File: src/rtl/first_fit_span_allocator_macros.svh
// Assertion macros for the first-fit span allocator.
// Used by the top level only; no other dependencies.
`ifndef FIRST_FIT_SPAN_ALLOCATOR_MACROS_SVH
`define FIRST_FIT_SPAN_ALLOCATOR_MACROS_SVH

// Same-cycle implication, checked outside reset.
`define FFSA_ASSERT_NOW(label, clk, rst, ante, cons) \
   label: assert property (@(posedge clk) disable iff (rst) (ante) |-> (cons)) \
      else $error("span allocator check failed");

// Next-cycle implication, checked outside reset.
`define FFSA_ASSERT_NEXT(label, clk, rst, ante, cons) \
   label: assert property (@(posedge clk) disable iff (rst) (ante) |=> (cons)) \
      else $error("span allocator check failed");

`endif

File: src/rtl/ffsa_pkg.sv
// Shared widths, codes and controller/datapath interface types of the span allocator.
// No dependencies.
package ffsa_pkg;

   localparam int POS_W   = 17;   // span start, span length and pool size
   localparam int OFF_W   = 16;
   localparam int CMD_W   = 2;
   localparam int STAT_W  = 2;
   localparam int PTR_W   = 9;    // wide enough for any table index or count
   localparam int DEF_MAX_SPANS = 16;
   localparam int DEF_ADDR_BITS = 16;
   localparam logic [POS_W-1:0] POOL_RESET = 17'd65536;

   localparam logic [CMD_W-1:0] CMD_ALLOC   = 2'd0;
   localparam logic [CMD_W-1:0] CMD_FREE    = 2'd1;
   localparam logic [CMD_W-1:0] CMD_REALLOC = 2'd2;
   localparam logic [CMD_W-1:0] CMD_QUERY   = 2'd3;

   localparam logic [STAT_W-1:0] ST_OK       = 2'd0;
   localparam logic [STAT_W-1:0] ST_NOSPACE  = 2'd1;
   localparam logic [STAT_W-1:0] ST_FULL     = 2'd2;
   localparam logic [STAT_W-1:0] ST_NOTFOUND = 2'd3;

   localparam logic [1:0] WR_COPY = 2'd0;
   localparam logic [1:0] WR_NEW  = 2'd1;
   localparam logic [1:0] WR_LEN  = 2'd2;

   typedef struct packed {
      logic             accept;
      logic             scan_rd;
      logic             rd_en;
      logic [PTR_W-1:0] rd_addr;
      logic             wr_en;
      logic [PTR_W-1:0] wr_addr;
      logic [1:0]       wr_sel;
      logic             cnt_inc;
      logic             cnt_dec;
      logic             latch_act;
      logic             load_rsp;
   } ctl_type;

   typedef struct packed {
      logic [PTR_W-1:0] count;
      logic             do_ins;
      logic             do_rem;
      logic             do_wlen;
      logic [PTR_W-1:0] ins_idx;
      logic [PTR_W-1:0] rem_idx;
      logic [PTR_W-1:0] wlen_idx;
   } sts_type;

   typedef struct packed {
      logic              do_ins;
      logic              do_rem;
      logic              do_wlen;
      logic [PTR_W-1:0]  ins_idx;
      logic [POS_W-1:0]  ins_start;
      logic [PTR_W-1:0]  rem_idx;
      logic [PTR_W-1:0]  wlen_idx;
      logic [STAT_W-1:0] status;
      logic [OFF_W-1:0]  roff;
      logic [POS_W-1:0]  rsize;
      logic              moved;
   } act_type;

endpackage

File: src/rtl/ffsa_datapath.sv
// Datapath of the span allocator: span table memory, scan evaluation, decision and result register.
// Depends on ffsa_pkg.
module ffsa_datapath #(
   parameter int MAX_SPANS = ffsa_pkg::DEF_MAX_SPANS,
   parameter int ADDR_BITS = ffsa_pkg::DEF_ADDR_BITS
) (
   input  logic                     clock,
   input  logic                     reset,
   input  ffsa_pkg::ctl_type        ctl,
   output ffsa_pkg::sts_type        sts,
   input  logic [39:0]              req_tdata,
   input  logic [ffsa_pkg::POS_W-1:0] csr_data,
   input  logic                     csr_write,
   output logic [39:0]              rsp_tdata
);
   localparam int IW = (MAX_SPANS > 1) ? $clog2(MAX_SPANS) : 1;
   localparam int CW = $clog2(MAX_SPANS + 1);
   localparam int PW = ffsa_pkg::POS_W;
   localparam int MW = 2 * PW;
   localparam logic [PW:0] CAP = (ADDR_BITS >= PW) ? {1'b0, {PW{1'b1}}} :
                                 ((PW+1)'(1) << ADDR_BITS);
   localparam logic [CW-1:0] MAX_CNT = CW'(MAX_SPANS);

   logic [MW-1:0] mem [MAX_SPANS];
   logic [MW-1:0] rdata_ff;
   logic          rvalid_ff;
   logic [IW-1:0] ridx_ff;

   logic [PW-1:0] pool_ff;
   logic [CW-1:0] cnt_ff;
   logic [ffsa_pkg::CMD_W-1:0] cmd_ff;
   logic [ffsa_pkg::OFF_W-1:0] off_ff;
   logic [PW-1:0] size_ff;

   logic          found_ff, hnext_ff, fit_ff;
   logic [IW-1:0] k_ff, fitidx_ff;
   logic [PW-1:0] klen_ff, nstart_ff;
   logic [PW:0]   fitpe_ff, pend_ff;

   ffsa_pkg::act_type act_in, act_ff;
   logic [39:0] rsp_ff;

   logic [PW-1:0] s_rd, l_rd, lim;
   logic [MW-1:0] wdata;

   assign s_rd = rdata_ff[MW-1:PW];
   assign l_rd = rdata_ff[PW-1:0];
   assign lim  = ({1'b0, pool_ff} < CAP) ? pool_ff : CAP[PW-1:0];

   always_comb begin
      case (ctl.wr_sel)
         ffsa_pkg::WR_NEW: wdata = {act_ff.ins_start, size_ff};
         ffsa_pkg::WR_LEN: wdata = {{(PW-ffsa_pkg::OFF_W){1'b0}}, off_ff, size_ff};
         default:          wdata = rdata_ff;
      endcase
   end

   always_ff @(posedge clock) begin
      if (ctl.wr_en) mem[ctl.wr_addr[IW-1:0]] <= wdata;
      if (ctl.rd_en) rdata_ff <= mem[ctl.rd_addr[IW-1:0]];
      ridx_ff <= ctl.rd_addr[IW-1:0];
   end

   always_ff @(posedge clock) begin
      if (reset) begin
         pool_ff   <= ffsa_pkg::POOL_RESET;
         cnt_ff    <= '0;
         rvalid_ff <= 1'b0;
      end else begin
         rvalid_ff <= ctl.rd_en && ctl.scan_rd;
         if (csr_write) pool_ff <= csr_data;
         if (ctl.cnt_inc) cnt_ff <= cnt_ff + CW'(1);
         else if (ctl.cnt_dec) cnt_ff <= cnt_ff - CW'(1);
      end
   end

   // Scan evaluation: lookup of the offset, the entry after it, first fitting gap, last end.
   always_ff @(posedge clock) begin
      if (ctl.accept) begin
         cmd_ff   <= req_tdata[1:0];
         off_ff   <= req_tdata[17:2];
         size_ff  <= req_tdata[34:18];
         found_ff <= 1'b0;
         hnext_ff <= 1'b0;
         fit_ff   <= 1'b0;
      end else if (rvalid_ff) begin
         if (!found_ff && s_rd == {1'b0, off_ff}) begin
            found_ff <= 1'b0 | 1'b1;
            k_ff     <= ridx_ff;
            klen_ff  <= l_rd;
         end
         if (found_ff && !hnext_ff && {1'b0, ridx_ff} == ({1'b0, k_ff} + (IW+1)'(1))) begin
            hnext_ff  <= 1'b1;
            nstart_ff <= s_rd;
         end
         if (ridx_ff != '0 && !fit_ff &&
             {2'b0, s_rd} >= ({1'b0, pend_ff} + {2'b0, size_ff})) begin
            fit_ff    <= 1'b1;
            fitidx_ff <= ridx_ff;
            fitpe_ff  <= pend_ff;
         end
         pend_ff <= {1'b0, s_rd} + {1'b0, l_rd};
      end
   end

   // Decision from the scan results.
   always_comb begin
      logic [ffsa_pkg::STAT_W-1:0] a_st;
      logic          a_ok;
      logic [CW-1:0] a_idx;
      logic [PW-1:0] a_start;
      logic [PW+1:0] grow_end;
      logic [PW-1:0] lim2;
      a_ok    = 1'b0;
      a_idx   = '0;
      a_start = '0;
      if (cnt_ff >= MAX_CNT) begin
         a_st = ffsa_pkg::ST_FULL;
      end else if (size_ff == '0) begin
         a_st = ffsa_pkg::ST_NOSPACE;
      end else if (cnt_ff == '0) begin
         a_st = (size_ff > lim) ? ffsa_pkg::ST_NOSPACE : ffsa_pkg::ST_OK;
         a_ok = (size_ff <= lim);
      end else if (fit_ff) begin
         a_st    = ffsa_pkg::ST_OK;
         a_ok    = 1'b1;
         a_idx   = CW'(fitidx_ff);
         a_start = fitpe_ff[PW-1:0];
      end else if (({1'b0, pend_ff} + {2'b0, size_ff}) <= {2'b0, lim}) begin
         a_st    = ffsa_pkg::ST_OK;
         a_ok    = 1'b1;
         a_idx   = cnt_ff;
         a_start = pend_ff[PW-1:0];
      end else begin
         a_st = ffsa_pkg::ST_NOSPACE;
      end
      lim2     = hnext_ff ? nstart_ff : lim;
      grow_end = {2'b0, off_ff} + {2'b0, size_ff};

      act_in           = '0;
      act_in.ins_idx   = ffsa_pkg::PTR_W'(a_idx);
      act_in.ins_start = a_start;
      act_in.rem_idx   = ffsa_pkg::PTR_W'(k_ff);
      act_in.wlen_idx  = ffsa_pkg::PTR_W'(k_ff);
      act_in.status    = ffsa_pkg::ST_OK;
      if (cmd_ff == ffsa_pkg::CMD_ALLOC || (cmd_ff == ffsa_pkg::CMD_REALLOC && !found_ff)) begin
         act_in.status = a_st;
         act_in.do_ins = a_ok;
         act_in.roff   = a_ok ? a_start[ffsa_pkg::OFF_W-1:0] : '0;
      end else if (!found_ff) begin
         act_in.status = ffsa_pkg::ST_NOTFOUND;
      end else if (cmd_ff == ffsa_pkg::CMD_FREE) begin
         act_in.do_rem = 1'b1;
      end else if (cmd_ff == ffsa_pkg::CMD_QUERY) begin
         act_in.roff  = off_ff;
         act_in.rsize = klen_ff;
      end else if (size_ff == '0) begin
         act_in.do_rem = 1'b1;
      end else if (size_ff <= klen_ff || grow_end <= {2'b0, lim2}) begin
         act_in.do_wlen = 1'b1;
         act_in.roff    = off_ff;
      end else begin
         // Move: insert the new span first, then drop the old one at its shifted index.
         act_in.status = a_st;
         if (a_ok) begin
            act_in.do_ins  = 1'b1;
            act_in.do_rem  = 1'b1;
            act_in.moved   = 1'b1;
            act_in.roff    = a_start[ffsa_pkg::OFF_W-1:0];
            act_in.rem_idx = (a_idx <= CW'(k_ff)) ? ffsa_pkg::PTR_W'(k_ff) + 1'b1 :
                                                    ffsa_pkg::PTR_W'(k_ff);
         end
      end
   end

   always_ff @(posedge clock) begin
      if (ctl.latch_act) act_ff <= act_in;
      if (ctl.load_rsp)
         rsp_ff <= {4'b0, act_ff.moved, act_ff.rsize, act_ff.roff, act_ff.status};
   end

   assign rsp_tdata    = rsp_ff;
   assign sts.count    = ffsa_pkg::PTR_W'(cnt_ff);
   assign sts.do_ins   = act_ff.do_ins;
   assign sts.do_rem   = act_ff.do_rem;
   assign sts.do_wlen  = act_ff.do_wlen;
   assign sts.ins_idx  = act_ff.ins_idx;
   assign sts.rem_idx  = act_ff.rem_idx;
   assign sts.wlen_idx = act_ff.wlen_idx;

endmodule

File: src/rtl/ffsa_controller.sv
// Controller state machine of the span allocator: scan, decide, shift and reply sequencing.
// Depends on ffsa_pkg.
module ffsa_controller #(
   parameter int MAX_SPANS = ffsa_pkg::DEF_MAX_SPANS
) (
   input  logic              clock,
   input  logic              reset,
   input  logic              req_tvalid,
   output logic              req_tready,
   output logic              rsp_tvalid,
   input  logic              rsp_tready,
   input  ffsa_pkg::sts_type sts,
   output ffsa_pkg::ctl_type ctl
);
   localparam int CW = $clog2(MAX_SPANS + 1);

   localparam logic [3:0] S_IDLE    = 4'd0;
   localparam logic [3:0] S_SCAN    = 4'd1;
   localparam logic [3:0] S_DRAIN   = 4'd2;
   localparam logic [3:0] S_DECIDE  = 4'd3;
   localparam logic [3:0] S_DISP    = 4'd4;
   localparam logic [3:0] S_INS_RD  = 4'd5;
   localparam logic [3:0] S_INS_WR  = 4'd6;
   localparam logic [3:0] S_AFT_INS = 4'd7;
   localparam logic [3:0] S_REM_RD  = 4'd8;
   localparam logic [3:0] S_REM_WR  = 4'd9;
   localparam logic [3:0] S_WLEN    = 4'd10;
   localparam logic [3:0] S_DONE    = 4'd11;

   logic [3:0]    state_ff, state_in;
   logic [CW-1:0] j_ff, j_in;
   logic          valid_ff, valid_in;
   logic [CW-1:0] cnt;

   assign cnt        = sts.count[CW-1:0];
   assign req_tready = (state_ff == S_IDLE);
   assign rsp_tvalid = valid_ff;

   always_comb begin
      state_in = state_ff;
      j_in     = j_ff;
      valid_in = valid_ff && !rsp_tready;
      ctl      = '0;
      case (state_ff)
         S_IDLE: begin
            if (req_tvalid) begin
               ctl.accept = 1'b1;
               j_in       = '0;
               state_in   = (cnt == '0) ? S_DECIDE : S_SCAN;
            end
         end
         S_SCAN: begin
            ctl.rd_en   = 1'b1;
            ctl.scan_rd = 1'b1;
            ctl.rd_addr = ffsa_pkg::PTR_W'(j_ff);
            j_in        = j_ff + CW'(1);
            if (j_ff + CW'(1) == cnt) state_in = S_DRAIN;
         end
         S_DRAIN: state_in = S_DECIDE;
         S_DECIDE: begin
            ctl.latch_act = 1'b1;
            state_in      = S_DISP;
         end
         S_DISP: begin
            if (sts.do_ins) begin
               j_in     = cnt;
               state_in = S_INS_RD;
            end else if (sts.do_rem) begin
               j_in     = sts.rem_idx[CW-1:0] + CW'(1);
               state_in = S_REM_RD;
            end else if (sts.do_wlen) begin
               state_in = S_WLEN;
            end else begin
               state_in = S_DONE;
            end
         end
         S_INS_RD: begin
            if (j_ff == sts.ins_idx[CW-1:0]) begin
               ctl.wr_en   = 1'b1;
               ctl.wr_sel  = ffsa_pkg::WR_NEW;
               ctl.wr_addr = ffsa_pkg::PTR_W'(j_ff);
               ctl.cnt_inc = 1'b1;
               state_in    = S_AFT_INS;
            end else begin
               ctl.rd_en   = 1'b1;
               ctl.rd_addr = ffsa_pkg::PTR_W'(j_ff - CW'(1));
               state_in    = S_INS_WR;
            end
         end
         S_INS_WR: begin
            ctl.wr_en   = 1'b1;
            ctl.wr_sel  = ffsa_pkg::WR_COPY;
            ctl.wr_addr = ffsa_pkg::PTR_W'(j_ff);
            j_in        = j_ff - CW'(1);
            state_in    = S_INS_RD;
         end
         S_AFT_INS: begin
            if (sts.do_rem) begin
               j_in     = sts.rem_idx[CW-1:0] + CW'(1);
               state_in = S_REM_RD;
            end else begin
               state_in = S_DONE;
            end
         end
         S_REM_RD: begin
            if (j_ff == cnt) begin
               ctl.cnt_dec = 1'b1;
               state_in    = S_DONE;
            end else begin
               ctl.rd_en   = 1'b1;
               ctl.rd_addr = ffsa_pkg::PTR_W'(j_ff);
               state_in    = S_REM_WR;
            end
         end
         S_REM_WR: begin
            ctl.wr_en   = 1'b1;
            ctl.wr_sel  = ffsa_pkg::WR_COPY;
            ctl.wr_addr = ffsa_pkg::PTR_W'(j_ff - CW'(1));
            j_in        = j_ff + CW'(1);
            state_in    = S_REM_RD;
         end
         S_WLEN: begin
            ctl.wr_en   = 1'b1;
            ctl.wr_sel  = ffsa_pkg::WR_LEN;
            ctl.wr_addr = sts.wlen_idx;
            state_in    = S_DONE;
         end
         S_DONE: begin
            if (!valid_ff || rsp_tready) begin
               ctl.load_rsp = 1'b1;
               valid_in     = 1'b1;
               state_in     = S_IDLE;
            end
         end
         default: state_in = S_IDLE;
      endcase
   end

   always_ff @(posedge clock) begin
      if (reset) begin
         state_ff <= S_IDLE;
         j_ff     <= '0;
         valid_ff <= 1'b0;
      end else begin
         state_ff <= state_in;
         j_ff     <= j_in;
         valid_ff <= valid_in;
      end
   end

endmodule

File: src/rtl/first_fit_span_allocator.sv
// Top level of the first-fit span allocator: controller and datapath with assertions.
// Depends on ffsa_pkg, ffsa_controller, ffsa_datapath and the assertion macro header.
//
// Usage: each request transaction on req_* carries a command (allocate, free,
// reallocate, query size), a span offset and a requested size. Exactly one
// response transaction on rsp_* follows per request, in order, with a status,
// the resulting offset, the queried size and a moved flag that tells software
// to copy the data of a relocated span.
// The pool size register is written over the csr_* channel, which is always
// ready; write it only while no request is in flight.
// With n spans in the table a request scans all n entries (one memory read per
// cycle), then shifts the table by one memory read and one write per moved
// entry; a move may shift twice. The duration of a request is set by the single
// read and write port of the span table memory.
// One request is processed at a time. A finished response is held in an output
// register, and the next request is accepted while it waits for rsp_tready;
// that request completes its work and then waits for the response register.
// Reset empties the table (the count is cleared, entries are not) and sets the
// pool size to 65536 bytes.
`include "first_fit_span_allocator_macros.svh"

module first_fit_span_allocator #(
   parameter int MAX_SPANS = ffsa_pkg::DEF_MAX_SPANS,
   parameter int ADDR_BITS = ffsa_pkg::DEF_ADDR_BITS
) (
   input  logic        clock,
   input  logic        reset,
   input  logic        req_tvalid,
   output logic        req_tready,
   input  logic [39:0] req_tdata,   // cmd[1:0], offset[17:2], size[34:18], zero fill
   output logic        rsp_tvalid,
   input  logic        rsp_tready,
   output logic [39:0] rsp_tdata,   // status[1:0], result_offset[17:2],
                                    // result_size[34:18], moved[35], zero fill
   input  logic        csr_valid,
   output logic        csr_ready,
   input  logic [16:0] csr_data     // pool_bytes
);
   ffsa_pkg::ctl_type ctl;
   ffsa_pkg::sts_type sts;

   // The pool register takes every write immediately.
   assign csr_ready = 1'b1;

   ffsa_controller #(.MAX_SPANS(MAX_SPANS)) u_ctrl (
      .clock      (clock),
      .reset      (reset),
      .req_tvalid (req_tvalid),
      .req_tready (req_tready),
      .rsp_tvalid (rsp_tvalid),
      .rsp_tready (rsp_tready),
      .sts        (sts),
      .ctl        (ctl)
   );

   ffsa_datapath #(.MAX_SPANS(MAX_SPANS), .ADDR_BITS(ADDR_BITS)) u_dp (
      .clock     (clock),
      .reset     (reset),
      .ctl       (ctl),
      .sts       (sts),
      .req_tdata (req_tdata),
      .csr_data  (csr_data),
      .csr_write (csr_valid && csr_ready),
      .rsp_tdata (rsp_tdata)
   );

   // An accepted request makes the block busy in the next cycle.
   `FFSA_ASSERT_NEXT(a_busy_after_accept, clock, reset, req_tvalid && req_tready, !req_tready)
   // The table never holds more spans than it has entries.
   `FFSA_ASSERT_NOW(a_count_bound, clock, reset, 1'b1, sts.count <= ffsa_pkg::PTR_W'(MAX_SPANS))
   // A moved span is only ever reported with an ok status.
   `FFSA_ASSERT_NOW(a_moved_ok, clock, reset, rsp_tvalid && rsp_tdata[35],
                    rsp_tdata[1:0] == ffsa_pkg::ST_OK)

endmodule

File: config.mk
export PLATFORM = sky130hd
export DESIGN_NAME = first_fit_span_allocator
export DESIGN_NICKNAME = d
export VERILOG_FILES = /design/src/rtl/ffsa_pkg.sv /design/src/rtl/ffsa_datapath.sv /design/src/rtl/ffsa_controller.sv /design/src/rtl/first_fit_span_allocator.sv
export VERILOG_INCLUDE_DIRS = /design/src /design/src/rtl
export SDC_FILE = /design/constraint.sdc
export NUM_CORES = 1
export LEC_CHECK = 0
export BUFFER_PORTS_ARGS = -buffer_cell sky130_fd_sc_hd__buf_4
export CAP_MARGIN = 10
export CORE_ASPECT_RATIO = 0.75
export CORE_MARGIN = 1.5
export CORE_UTILIZATION = 47
export DETAILED_ROUTE_END_ITERATION = 6
export GPL_TIMING_DRIVEN = 1
export PLACE_DENSITY_LB_ADDON = 0.25
export SYNTH_ARGS = -nofsm -noshare
export SYNTH_HDL_FRONTEND = slang
export SYNTH_SLANG_ARGS = --single-unit
File: constraint.sdc
create_clock -name clock -period 15.6 [get_ports clock]
set_input_delay 3.12 -clock clock [delete_from_list [all_inputs] [get_ports clock]]
set_output_delay 3.12 -clock clock [all_outputs]
set_load 0.02 [all_outputs]
Yosys cells after proc, flatten, opt, wreduce, memory -nomap -nowiden. Memories as Yosys holds them, arrays and structs flattened. A register that Yosys moved wholly into a read port is not among the register bits. Index checks and enable logic that the tools add are counted.

Flip-flop bits (word level): 258. Latch bits: 0. Bits in writable memories: 544. Bits in read-only memories: 0. Input bits: 62. Output and inout port bits: 43. Logic and storage cells: 216. Memories: 1.

Add/sub/neg operators: 11. Multipliers: 0. Div/mod/pow operators: 0. $lt $le $gt $ge: 9. Equal/unequal tests: 24. Shift-type cells: 0. Muxes and demuxes: 94. Bitwise gates (word level): 5. Reduce and logical (&&, ||, !) cells: 39.

Memories: u_dp.mem (words 16, bits a word 34, rd ports 1, clocked after Yosys merged registers in 1, wr ports 1, line ffsa_datapath.sv:24) `logic [MW-1:0] mem [MAX_SPANS];`.

Operators with widths (number): 16-bit 2-to-1 mux (6); 17-bit 2-to-1 mux (5); 34-bit one-hot mux with 2 select lines (1); 4-bit 2-to-1 mux (13); 5-bit 2-to-1 mux (10); 12-bit one-hot mux with 4 select lines (1); 4-bit one-hot mux with 12 select lines (1); 19-bit by 17-bit less-or-equal comparator with 1-bit output (2); 18-bit 2-to-1 mux (2); 36-bit 2-to-1 mux (1); 17-bit less-or-equal comparator (2); 1-bit 2-to-1 mux (34); 34-bit 2-to-1 mux (1); 10-bit one-hot mux with 3 select lines (1); 5-bit one-hot mux with 5 select lines (1); 2-bit 2-to-1 mux (12); 10-bit 2-to-1 mux (2); 18-bit by 17-bit adder with 19-bit output (1); 17-bit by 19-bit greater-or-equal comparator with 1-bit output (1); 16-bit by 17-bit adder with 18-bit output (1); 17-bit by 17-bit adder with 18-bit output (1); 17-bit by 16-bit == test with 1-bit output (1); 17-bit > comparator (1); 17-bit logical NOT (1); 37 further kinds (80).

Logic depth before layout (Yosys ltp). Gate-level depths: netlist of the first run.

Depth after elaboration: 17. Depth in mapped cells: 29.

By module. From an unflattened synthesis of the first run, not the netlist that was laid out.

Cell total of the unflattened synthesis: 2345. Area, all modules: 37478.4 sq um.

Modules (own cells, without submodules): ffsa_datapath (instances 1, cells each 2128, area each 35970.7 sq um, seq. area each 24503.5 sq um); ffsa_controller (instances 1, cells each 215, area each 1496.4 sq um, seq. area each 200.2 sq um); first_fit_span_allocator (instances 1, cells each 2, area each 11.3 sq um, seq. area each 0.0 sq um).

Least setup slack after synthesis of the first run. OpenSTA, ideal clock, no wires.

Kind: register -> register. Start: register u_ctrl.state_ff[0]. End: register u_dp.act_ff[0] in the netlist's numbering, enable pin. Arrival time: 5.502 ns. Setup slack: 9.514 ns. Cell stages (with the launch flop): 4. Buffers on the path: 1. Path through: dfxtp_1 clkbuf_1 nand2_1 nor3_1.

Cells in the longest elaborated chain, start to end: 2.

Ends and longest elaborated chain: from (decl) (line ffsa_controller.sv:30) `logic [3:0] state_ff, state_in;`; from (signal assigned) (line ffsa_controller.sv:145) `state_ff <= state_in;`; 4-bit by 2-bit == test with 1-bit output (line ffsa_controller.sv:44) `case (state_ff)`; 1-bit 2-to-1 mux (line ffsa_controller.sv:44); to (signal assigned) (line ffsa_datapath.sv:177) `if (ctl.latch_act) act_ff <= act_in;`; to (decl) (line ffsa_datapath.sv:40) `ffsa_pkg::act_type act_in, act_ff;`.

Every way passes these cells. A chain may end at the register's enable or synchronous reset.

==> results by group, run 1 <==
Global route
  – First-pass GRT wire length: 149,800 um
  – Antenna violations before repair: 1
  – Largest net degree at the start of global routing: 180
  – Via count of the first global-routing pass: 23,800
  – Leftover overflow at the end of global routing: 0
  – Global routing usage summed across all routing layers: 25.02%

Die
  – Number of top-level pins: 105
  – Initial core utilization: 47.50%
  – Row count: 89
  – Die span in x: 328.7 um
  – Die Y: 247.3 um
  – Total Die Area: 81,290 um^2
  – Core ar.: 78,730 um^2

Critical path
  – Maximum fanout along the worst path: 21
  – Type of the worst setup path: reg2reg
  – Endpoint required time on the critical path: 15.98 ns
  – CP Launch Type: flop
  – Critical-path cell with the highest stage delay: sky130_fd_sc_hd__edfxtp_1
  – Nature of the critical path endpoint: flop
  – Worst EP arrival: 7.62 ns
  – Maximum single-stage delay on the critical path: 0.69 ns

STA
  – Worst relative slew slack: 19.35%
  – Accumulated negative setup slack: 0 ns
  – RSZ-0062 raised after global routing: no
  – Final setup vio count: 0
  – Clk_skew: 0.02762 ns
  – Final min period: 7.244 ns
  – Share of the cycle needed by the critical path after routing: 46.44%
  – Number of pins with negative max-slew slack in the final report: 0
  – Achievable Freq: 138.0 MHz
  – Transition time at the pin with the least slew margin: 1.210 ns
  – Number of hold violations in the final report: 0

Synth
  – Number of synthesized flops with an enable pin: 796
  – Share of synthesized flip-flops with an asynchronous set or reset: 0%
  – Fraction of the mapped netlist area in compound gates: 9.963%
  – Largest area contributor in the netlist: sky130_fd_sc_hd__edfxtp_1
  – Gate count after technology mapping: 3,063
  – Area fraction of the dominant cell type after synthesis: 63.91%
  – List of most frequent post-synthesis cells: sky130_fd_sc_hd__edfxtp_1 (796), sky130_fd_sc_hd__nand2_1 (698), sky130_fd_sc_hd__nor2_1 (170)
  – Cell area after technology mapping: 37,400 um^2
  – Dominant combinational cell family by area after synthesis: simple AND/OR/NAND/NOR gates
  – Adder-cell share of the synthesized area: 5.052%
  – Unique masters post-synth: 77
  – Dominant cell by count in the synthesized netlist: sky130_fd_sc_hd__edfxtp_1
  – Yosys warns: 0
  – Sequential area share after synthesis: 66.06%
  – Top post-synthesis cells by area: sky130_fd_sc_hd__edfxtp_1 (64%), sky130_fd_sc_hd__nand2_1 (7.0%), sky130_fd_sc_hd__ha_1 (4.8%)
  – Share of synthesized area spent on multiplexers: 0.7059%
  – Simple-gate share of the synthesized area: 13.56%
  – Fraction of synthesized cell area in xor and xnor cells: 2.195%
  – Avg Synthesized Cell Area: 12.21 um^2
  – Leading register cell type out of synthesis: sky130_fd_sc_hd__edfxtp_1
  – Flip-flop and latch count after synthesis: 836

Placement
  – DPL Wire Length: 62,520 um
  – Port Buffers: 94
  – Number of placed instances with taps included: 4,108
  – Global placement routability congestion: 0.9440

Drt
  – Starting DRT DRC Count: 2,905
  – Met2 Wirelength: 43,430 um
  – Remaining routing DRC violations: 0
  – Total vias in the final route: 25,220
  – Uppermost signal routing layer after detailed routing: met5
  – Wire length on met1: 45,820 um
  – Final routed wirelength across all metal layers: 102,100 um
  – Drt pass-1 iters: 5
  – Detailed-routed wire length on met3: 10,740 um
  – Average wire per cell in the routed design: 23.99 um
  – Number of antenna-violating nets in the routed design: 0
  – Vias per cell: 5.924

Clocking
  – Sinks on Clock Net: 836
  – Number of buffers inserted for hold repair after clock tree synthesis: 0
  – CTS root buf: sky130_fd_sc_hd__clkbuf_16
  – Maximum buffer depth of the clock tree: 3
  – H-tree depth: 3
  – Number of gates given a new drive strength after cts: 0
  – Clock tree from TritonCTS: done
  – Post-CTS Setup Repair Bufs: 0
  – Clock transition at the registers of the reported paths: 0.07 ns
  – Number of clock buffers inserted by TritonCTS: 81
  – Worst-skew pair later-pin latency: 0.65 ns

Cells and area
  – Number of nets in the final layout: 3,354
  – Area added between synthesis and finish: 12.31%
  – Final non-filler cell total: 4,257
  – Antenna diode instance count: 0
  – Post-Route Utilization: 53.35%
  – Fraction of layout instances using a drive strength above 1: 9.810%

Power and ir drop
  – Power per standard cell area: 136.6 nW/um^2
  – Worst supply voltage drop on vdd: 0.00008854 V
  – P_leak: 15.35 nW

Min path
  – Tightest Hold Check Type: reg2reg

Flow run
  – MaxCap Viol Count: 0

Outcome
  – Outcome: complete, no violations
==> kinds of logic (layout without fill, tap and decap cells) <==
logic type | after synthesis | count (layout)
compound gates | 553 | 553
simple gates | 1177 | 1177
xor+xnor | 92 | 92
buf+inv | 228 | 372
mux | 26 | 26
other cells | 2 | 6
flops | 836 | 836
fa+ha+maj | 149 | 149
==> per-stage QoR <==
stage / setup slack [ns] / total power, mW / hold slack (ns) / cell area, um^2
final: 8.356 / 5.739 / 0.4185 / 42000
after CTS: 8.616 / 5.744 / 0.4204 / 42000
after global routing: 8.094 / 5.961 / 0.4255 / 42000
after floorplan: 9.514 / 3.451 / 0.4003 / 37410
after detailed placement: 8.671 / 3.807 / 0.4045 / 39400
after global placement: 8.711 / 3.772 / 0.4062 / 39400
==> flip-flops by register name (all words and copies together), names as in the netlist, 5 cells and up <==
| name | count |
|---|---|
| u_dp.mem | 544 |
| u_dp.act_ff | 53 |
| u_dp.rsp_tdata | 36 |
| u_dp.rdata_ff | 34 |
| u_dp.pend_ff | 18 |
| u_dp.fitpe_ff | 17 |
| u_dp.klen_ff | 17 |
| u_dp.nstart_ff | 17 |
| u_dp.pool_ff | 17 |
| u_dp.size_ff | 17 |
| u_dp.sts | 17 |
| u_dp.off_ff | 16 |
| u_ctrl.j_ff | 5 |
| u_dp.cnt_ff | 5 |
==> worst max-delay path, delay by kind of cell, from the launching register on <==
kind | cells | cell delay (ns)
muxes | 2 | 0.53
buffers and inverters | 2 | 0.39
and+or+nand+nor | 11 | 1.77
AOI/OAI and AO/OA | 9 | 2.16
xor gates and xnor gates | 1 | 0.11
adders and majority gates | 4 | 1.32
DFF | 1 | 0.69
==> cells in the final DEF, fill, tap and decap left out, types with 7 or more instances in the layout <==
master and count:
sky130_fd_sc_hd__edfxtp_1 796, sky130_fd_sc_hd__nand2_1 697, sky130_fd_sc_hd__nor2_1 153, sky130_fd_sc_hd__buf_4 148
sky130_fd_sc_hd__ha_1 143, sky130_fd_sc_hd__o21ai_0 123, sky130_fd_sc_hd__nand3_1 89, sky130_fd_sc_hd__clkbuf_16 84
sky130_fd_sc_hd__a21oi_1 79, sky130_fd_sc_hd__a31oi_1 76, sky130_fd_sc_hd__and3_1 75, sky130_fd_sc_hd__inv_1 70
sky130_fd_sc_hd__a22oi_1 69, sky130_fd_sc_hd__xnor2_1 53, sky130_fd_sc_hd__dfxtp_1 40, sky130_fd_sc_hd__xor2_1 38
sky130_fd_sc_hd__o221ai_1 36, sky130_fd_sc_hd__a21o_1 33, sky130_fd_sc_hd__nor3_1 26, sky130_fd_sc_hd__mux2i_1 23
sky130_fd_sc_hd__clkbuf_1 23, sky130_fd_sc_hd__nand4_1 22, sky130_fd_sc_hd__nand2b_1 19, sky130_fd_sc_hd__nor2b_1 18
sky130_fd_sc_hd__a22o_1 17, sky130_fd_sc_hd__nor2_4 17, sky130_fd_sc_hd__o21a_1 16, sky130_fd_sc_hd__nor4_1 15
sky130_fd_sc_hd__clkinv_2 14, sky130_fd_sc_hd__o211ai_1 13, sky130_fd_sc_hd__clkinv_1 13, sky130_fd_sc_hd__o21ai_1 12
sky130_fd_sc_hd__o21bai_1 11, sky130_fd_sc_hd__a211oi_1 11, sky130_fd_sc_hd__or2_2 10, sky130_fd_sc_hd__or3_1 8
sky130_fd_sc_hd__and2_1 7, sky130_fd_sc_hd__a221oi_1 7, sky130_fd_sc_hd__bufinv_16 7
==> layer usage <==
metal / GRT usage, % / up-vias
met5: 0 / -
li1: - / 11410
met4: 6.763 / 2
met1: 37.34 / 12470
met3: 6.056 / 141
met2: 36.36 / 1189
==> worst paths after layout <==
kind                                 startpoint                  to  slack (ns)  cells past startpoint
worst max-delay path            u_dp.size_ff[0]        u_dp.sts[10]        8.36                     29
worst min-delay path            u_dp.act_ff[16]  u_dp.rsp_tdata[33]        0.42                      0
worst max register to register  u_dp.size_ff[0]        u_dp.sts[10]        8.36                     29
worst min register to register  u_dp.act_ff[16]  u_dp.rsp_tdata[33]        0.42                      0
==> area by class of cell <==
class / count / area, um^2
clock inverters: 42 / 414.1
fillers: 6446 / 36730
multi-input cells: 2003 / 11970
repair buffers: 149 / 1131
flip-flops and latches: 836 / 24700
inverters: 74 / 286.5
clock buffers: 107 / 2188
well taps: 1046 / 1309
==> power breakdown <==
group / leakage [nW] / switching [mW] / total [mW] / internal, mW
Combinational: 6.58 / 0.669 / 1.05 / 0.380
Clock: 1.26 / 0.835 / 1.94 / 1.11
Sequential: 7.51 / 0.117 / 2.75 / 2.63
Note: power is estimated with default switching activity, not from simulation.
==> run 2, diff against run 1 <==
Clock period 15.6 ns to 7.15 ns, I/O delays scaled along.
==> results by group, run 2 (synthesis gave the netlist of run 1 again) <==
Outcome
  – Outcome: complete, no violations

Drt
  – Total vias in the final route: 25,250
  – Average wire per cell in the routed design: 24.03 um
  – Starting DRT DRC Count: 3,010
  – Number of antenna-violating nets in the routed design: 0
  – Final routed wirelength across all metal layers: 102,700 um
  – Vias per cell: 5.911
  – Remaining routing DRC violations: 0
  – Drt pass-1 iters: 5

Global route
  – Antenna violations before repair: 1
  – First-pass GRT wire length: 150,400 um
  – Via count of the first global-routing pass: 23,630
  – Grt met2 use: 35.89%
  – Grt met1 use: 39.17%
  – Global routing's busiest layer: met1
  – Largest net degree at the start of global routing: 164
  – Met3 global-route usage: 4.500%
  – Leftover overflow at the end of global routing: 0
  – Global routing usage summed across all routing layers: 25.05%

STA
  – Final setup vio count: 0
  – Achievable Freq: 155.3 MHz
  – Share of the cycle needed by the critical path after routing: 90.07%
  – RSZ-0062 raised after global routing: no
  – Clk_skew: 0.01800 ns
  – Transition time at the pin with the least slew margin: 1.269 ns
  – Final min period: 6.440 ns
  – Worst relative slew slack: 15.38%
  – Number of hold violations in the final report: 0
  – Accumulated negative setup slack: 0 ns
  – Number of pins with negative max-slew slack in the final report: 0

Clocking
  – Sinks on Clock Net: 836
  – Clock tree from TritonCTS: done
  – H-tree depth: 3
  – Worst-skew pair later-pin latency: 0.64 ns
  – Post-CTS Setup Repair Bufs: 0
  – Clock transition at the registers of the reported paths: 0.06 ns
  – Number of clock buffers inserted by TritonCTS: 80
  – Number of gates given a new drive strength after cts: 0
  – CTS root buf: sky130_fd_sc_hd__clkbuf_16
  – Number of buffers inserted for hold repair after clock tree synthesis: 0
  – Maximum buffer depth of the clock tree: 3

Power and ir drop
  – Switch Pwr: 3.526 mW
  – Power per standard cell area: 295.2 nW/um^2
  – P_leak: 15.38 nW
  – Worst supply voltage drop on vdd: 0.0002300 V
  – Total power: 12.40 mW
  – Portion of total power attributed to sequential cells: 48.0%
  – Switching power as a share of total power: 28.43%
  – Logic gate share of total power: 19.1%
  – Clock network fraction of design power: 33.0%
  – Internal power summed over all cells: 8.877 mW

Flow run
  – MaxCap Viol Count: 0

Placement
  – Global placement routability congestion: 0.9361
  – Port Buffers: 94
  – Number of placed instances with taps included: 4,123
  – DPL Wire Length: 63,510 um

Die
  – Total Die Area: 81,290 um^2
  – Row count: 89
  – Die Y: 247.3 um
  – Number of top-level pins: 105
  – Initial core utilization: 47.50%
  – Core ar.: 78,730 um^2
  – Die span in x: 328.7 um

Cells and area
  – Commonest non-fill, non-tap cell in the layout: sky130_fd_sc_hd__edfxtp_1
  – Number of flip-flops in the largest register: 544
  – Fraction of layout instances using a drive strength above 1: 9.953%
  – Number of nets in the final layout: 3,370
  – Area added between synthesis and finish: 12.32%
  – Highest-count cells in the layout ignoring fill and taps: sky130_fd_sc_hd__edfxtp_1 (796), sky130_fd_sc_hd__nand2_1 (697), sky130_fd_sc_hd__buf_4 (164)
  – Footprint of the multi-input gates: 11,970 um^2
  – Fillers: 6,472
  – Area occupied by registers: 24,700 um^2
  – Antenna diode instance count: 0
  – Final non-filler cell total: 4,271

Critical path
  – Worst EP arrival: 6.82 ns
  – Internal reg-to-reg setup slack: 0.71 ns
  – Maximum single-stage delay on the critical path: 0.68 ns
  – Worst R2R Start: u_dp.pend_ff[1]
  – Crit Reg-Reg Endpoint: u_dp.sts[10]
  – Cell family with the largest share of critical-path delay: compound AO/OA/AOI/OAI gates
  – Count of buffering cells on the critical path with inverters included: 1
  – Cell count of the worst reg-to-reg path: 27
  – Endpoint required time on the critical path: 7.53 ns
  – Nature of the critical path endpoint: flop
  – Critical-path cell with the highest stage delay: sky130_fd_sc_hd__o41ai_1
  – Number of cells on the critical path: 27
  – Maximum fanout along the worst path: 5
  – Type of the worst setup path: reg2reg
  – CP Launch Type: flop

Min path
  – Hold path startpoint: u_dp.act_ff[1]
  – Hold Path Cell Cnt: 0
  – Endpoint of the worst hold-timing path: u_dp.rsp_tdata[18]
  – Tightest Hold Check Type: reg2reg
## run 2: changes by cell type in the layout (fill, tap and decap cells not counted)
cell / delta
sky130_fd_sc_hd__buf_12: +1
sky130_fd_sc_hd__clkbuf_1: +3
sky130_fd_sc_hd__bufinv_16: -2
sky130_fd_sc_hd__clkinvlp_4: -3
sky130_fd_sc_hd__inv_6: -1
sky130_fd_sc_hd__clkinv_4: -2
sky130_fd_sc_hd__buf_4: +16
sky130_fd_sc_hd__clkinv_2: -1
sky130_fd_sc_hd__clkinv_1: +5
sky130_fd_sc_hd__clkbuf_16: -2
## run 2: layer usage
layer	up-vias	part of all wire (%)	wire length, um
li1	11450	-	-
met1	12480	46	47440
met2	1170	43	43680
met3	140	9.2	9478
met4	2	2.0	2036
met5	-	0.019	19
## run 2: worst max-delay path by stage
stage | from | end | slack (ns)
after floorplan | u_ctrl.state_ff[0] | u_dp.act_ff[0] | 1.06
after global placement | u_dp.pend_ff[3] | u_dp.sts[10] | 0.91
after detailed placement | u_dp.pend_ff[1] | u_dp.sts[10] | 0.86
after CTS | u_dp.pend_ff[1] | u_dp.sts[10] | 0.84
after global routing | u_dp.pend_ff[1] | u_dp.sts[10] | 0.34
final | u_dp.pend_ff[1] | u_dp.sts[10] | 0.71
## run 2: per-stage QoR
step / instance area (um^2) / setup slack [ns] / util, % / hold WS, ns
2_1_floorplan: 37410 / 1.064 / - / 0.4003
3_3_place_gp: 39520 / 0.9120 / 50.20 / 0.4082
3_5_place_dp: 39520 / 0.8565 / 50.20 / 0.4054
4_1_cts: 41990 / 0.8410 / 53.34 / 0.4196
5_1_grt: 42010 / 0.3396 / 53.36 / 0.4235
6_report: 42010 / 0.7099 / 53.36 / 0.4182
## run 2: final cells by class
cell class,instances,area share (%)
Sequential cell,836,58.81
Tap cell,1046,3.116
Clock buffer,108,5.117
Timing Repair Buffer,166,3.026
Multi-Input combinational cell,2003,28.49
Clock inverter,38,0.7595
Inverter,74,0.6821
## run 2: power groups by stage
stage | Clock, mW | Combinational [mW] | Sequential [mW]
floorplan | 0 | 1.60 | 5.93
global route | 4.33 | 2.59 | 5.95
detailed placement | 0 | 2.30 | 6.04
CTS | 4.15 | 2.31 | 5.94
finish | 4.09 | 2.36 | 5.95
global placement | 0 | 2.22 | 6.04
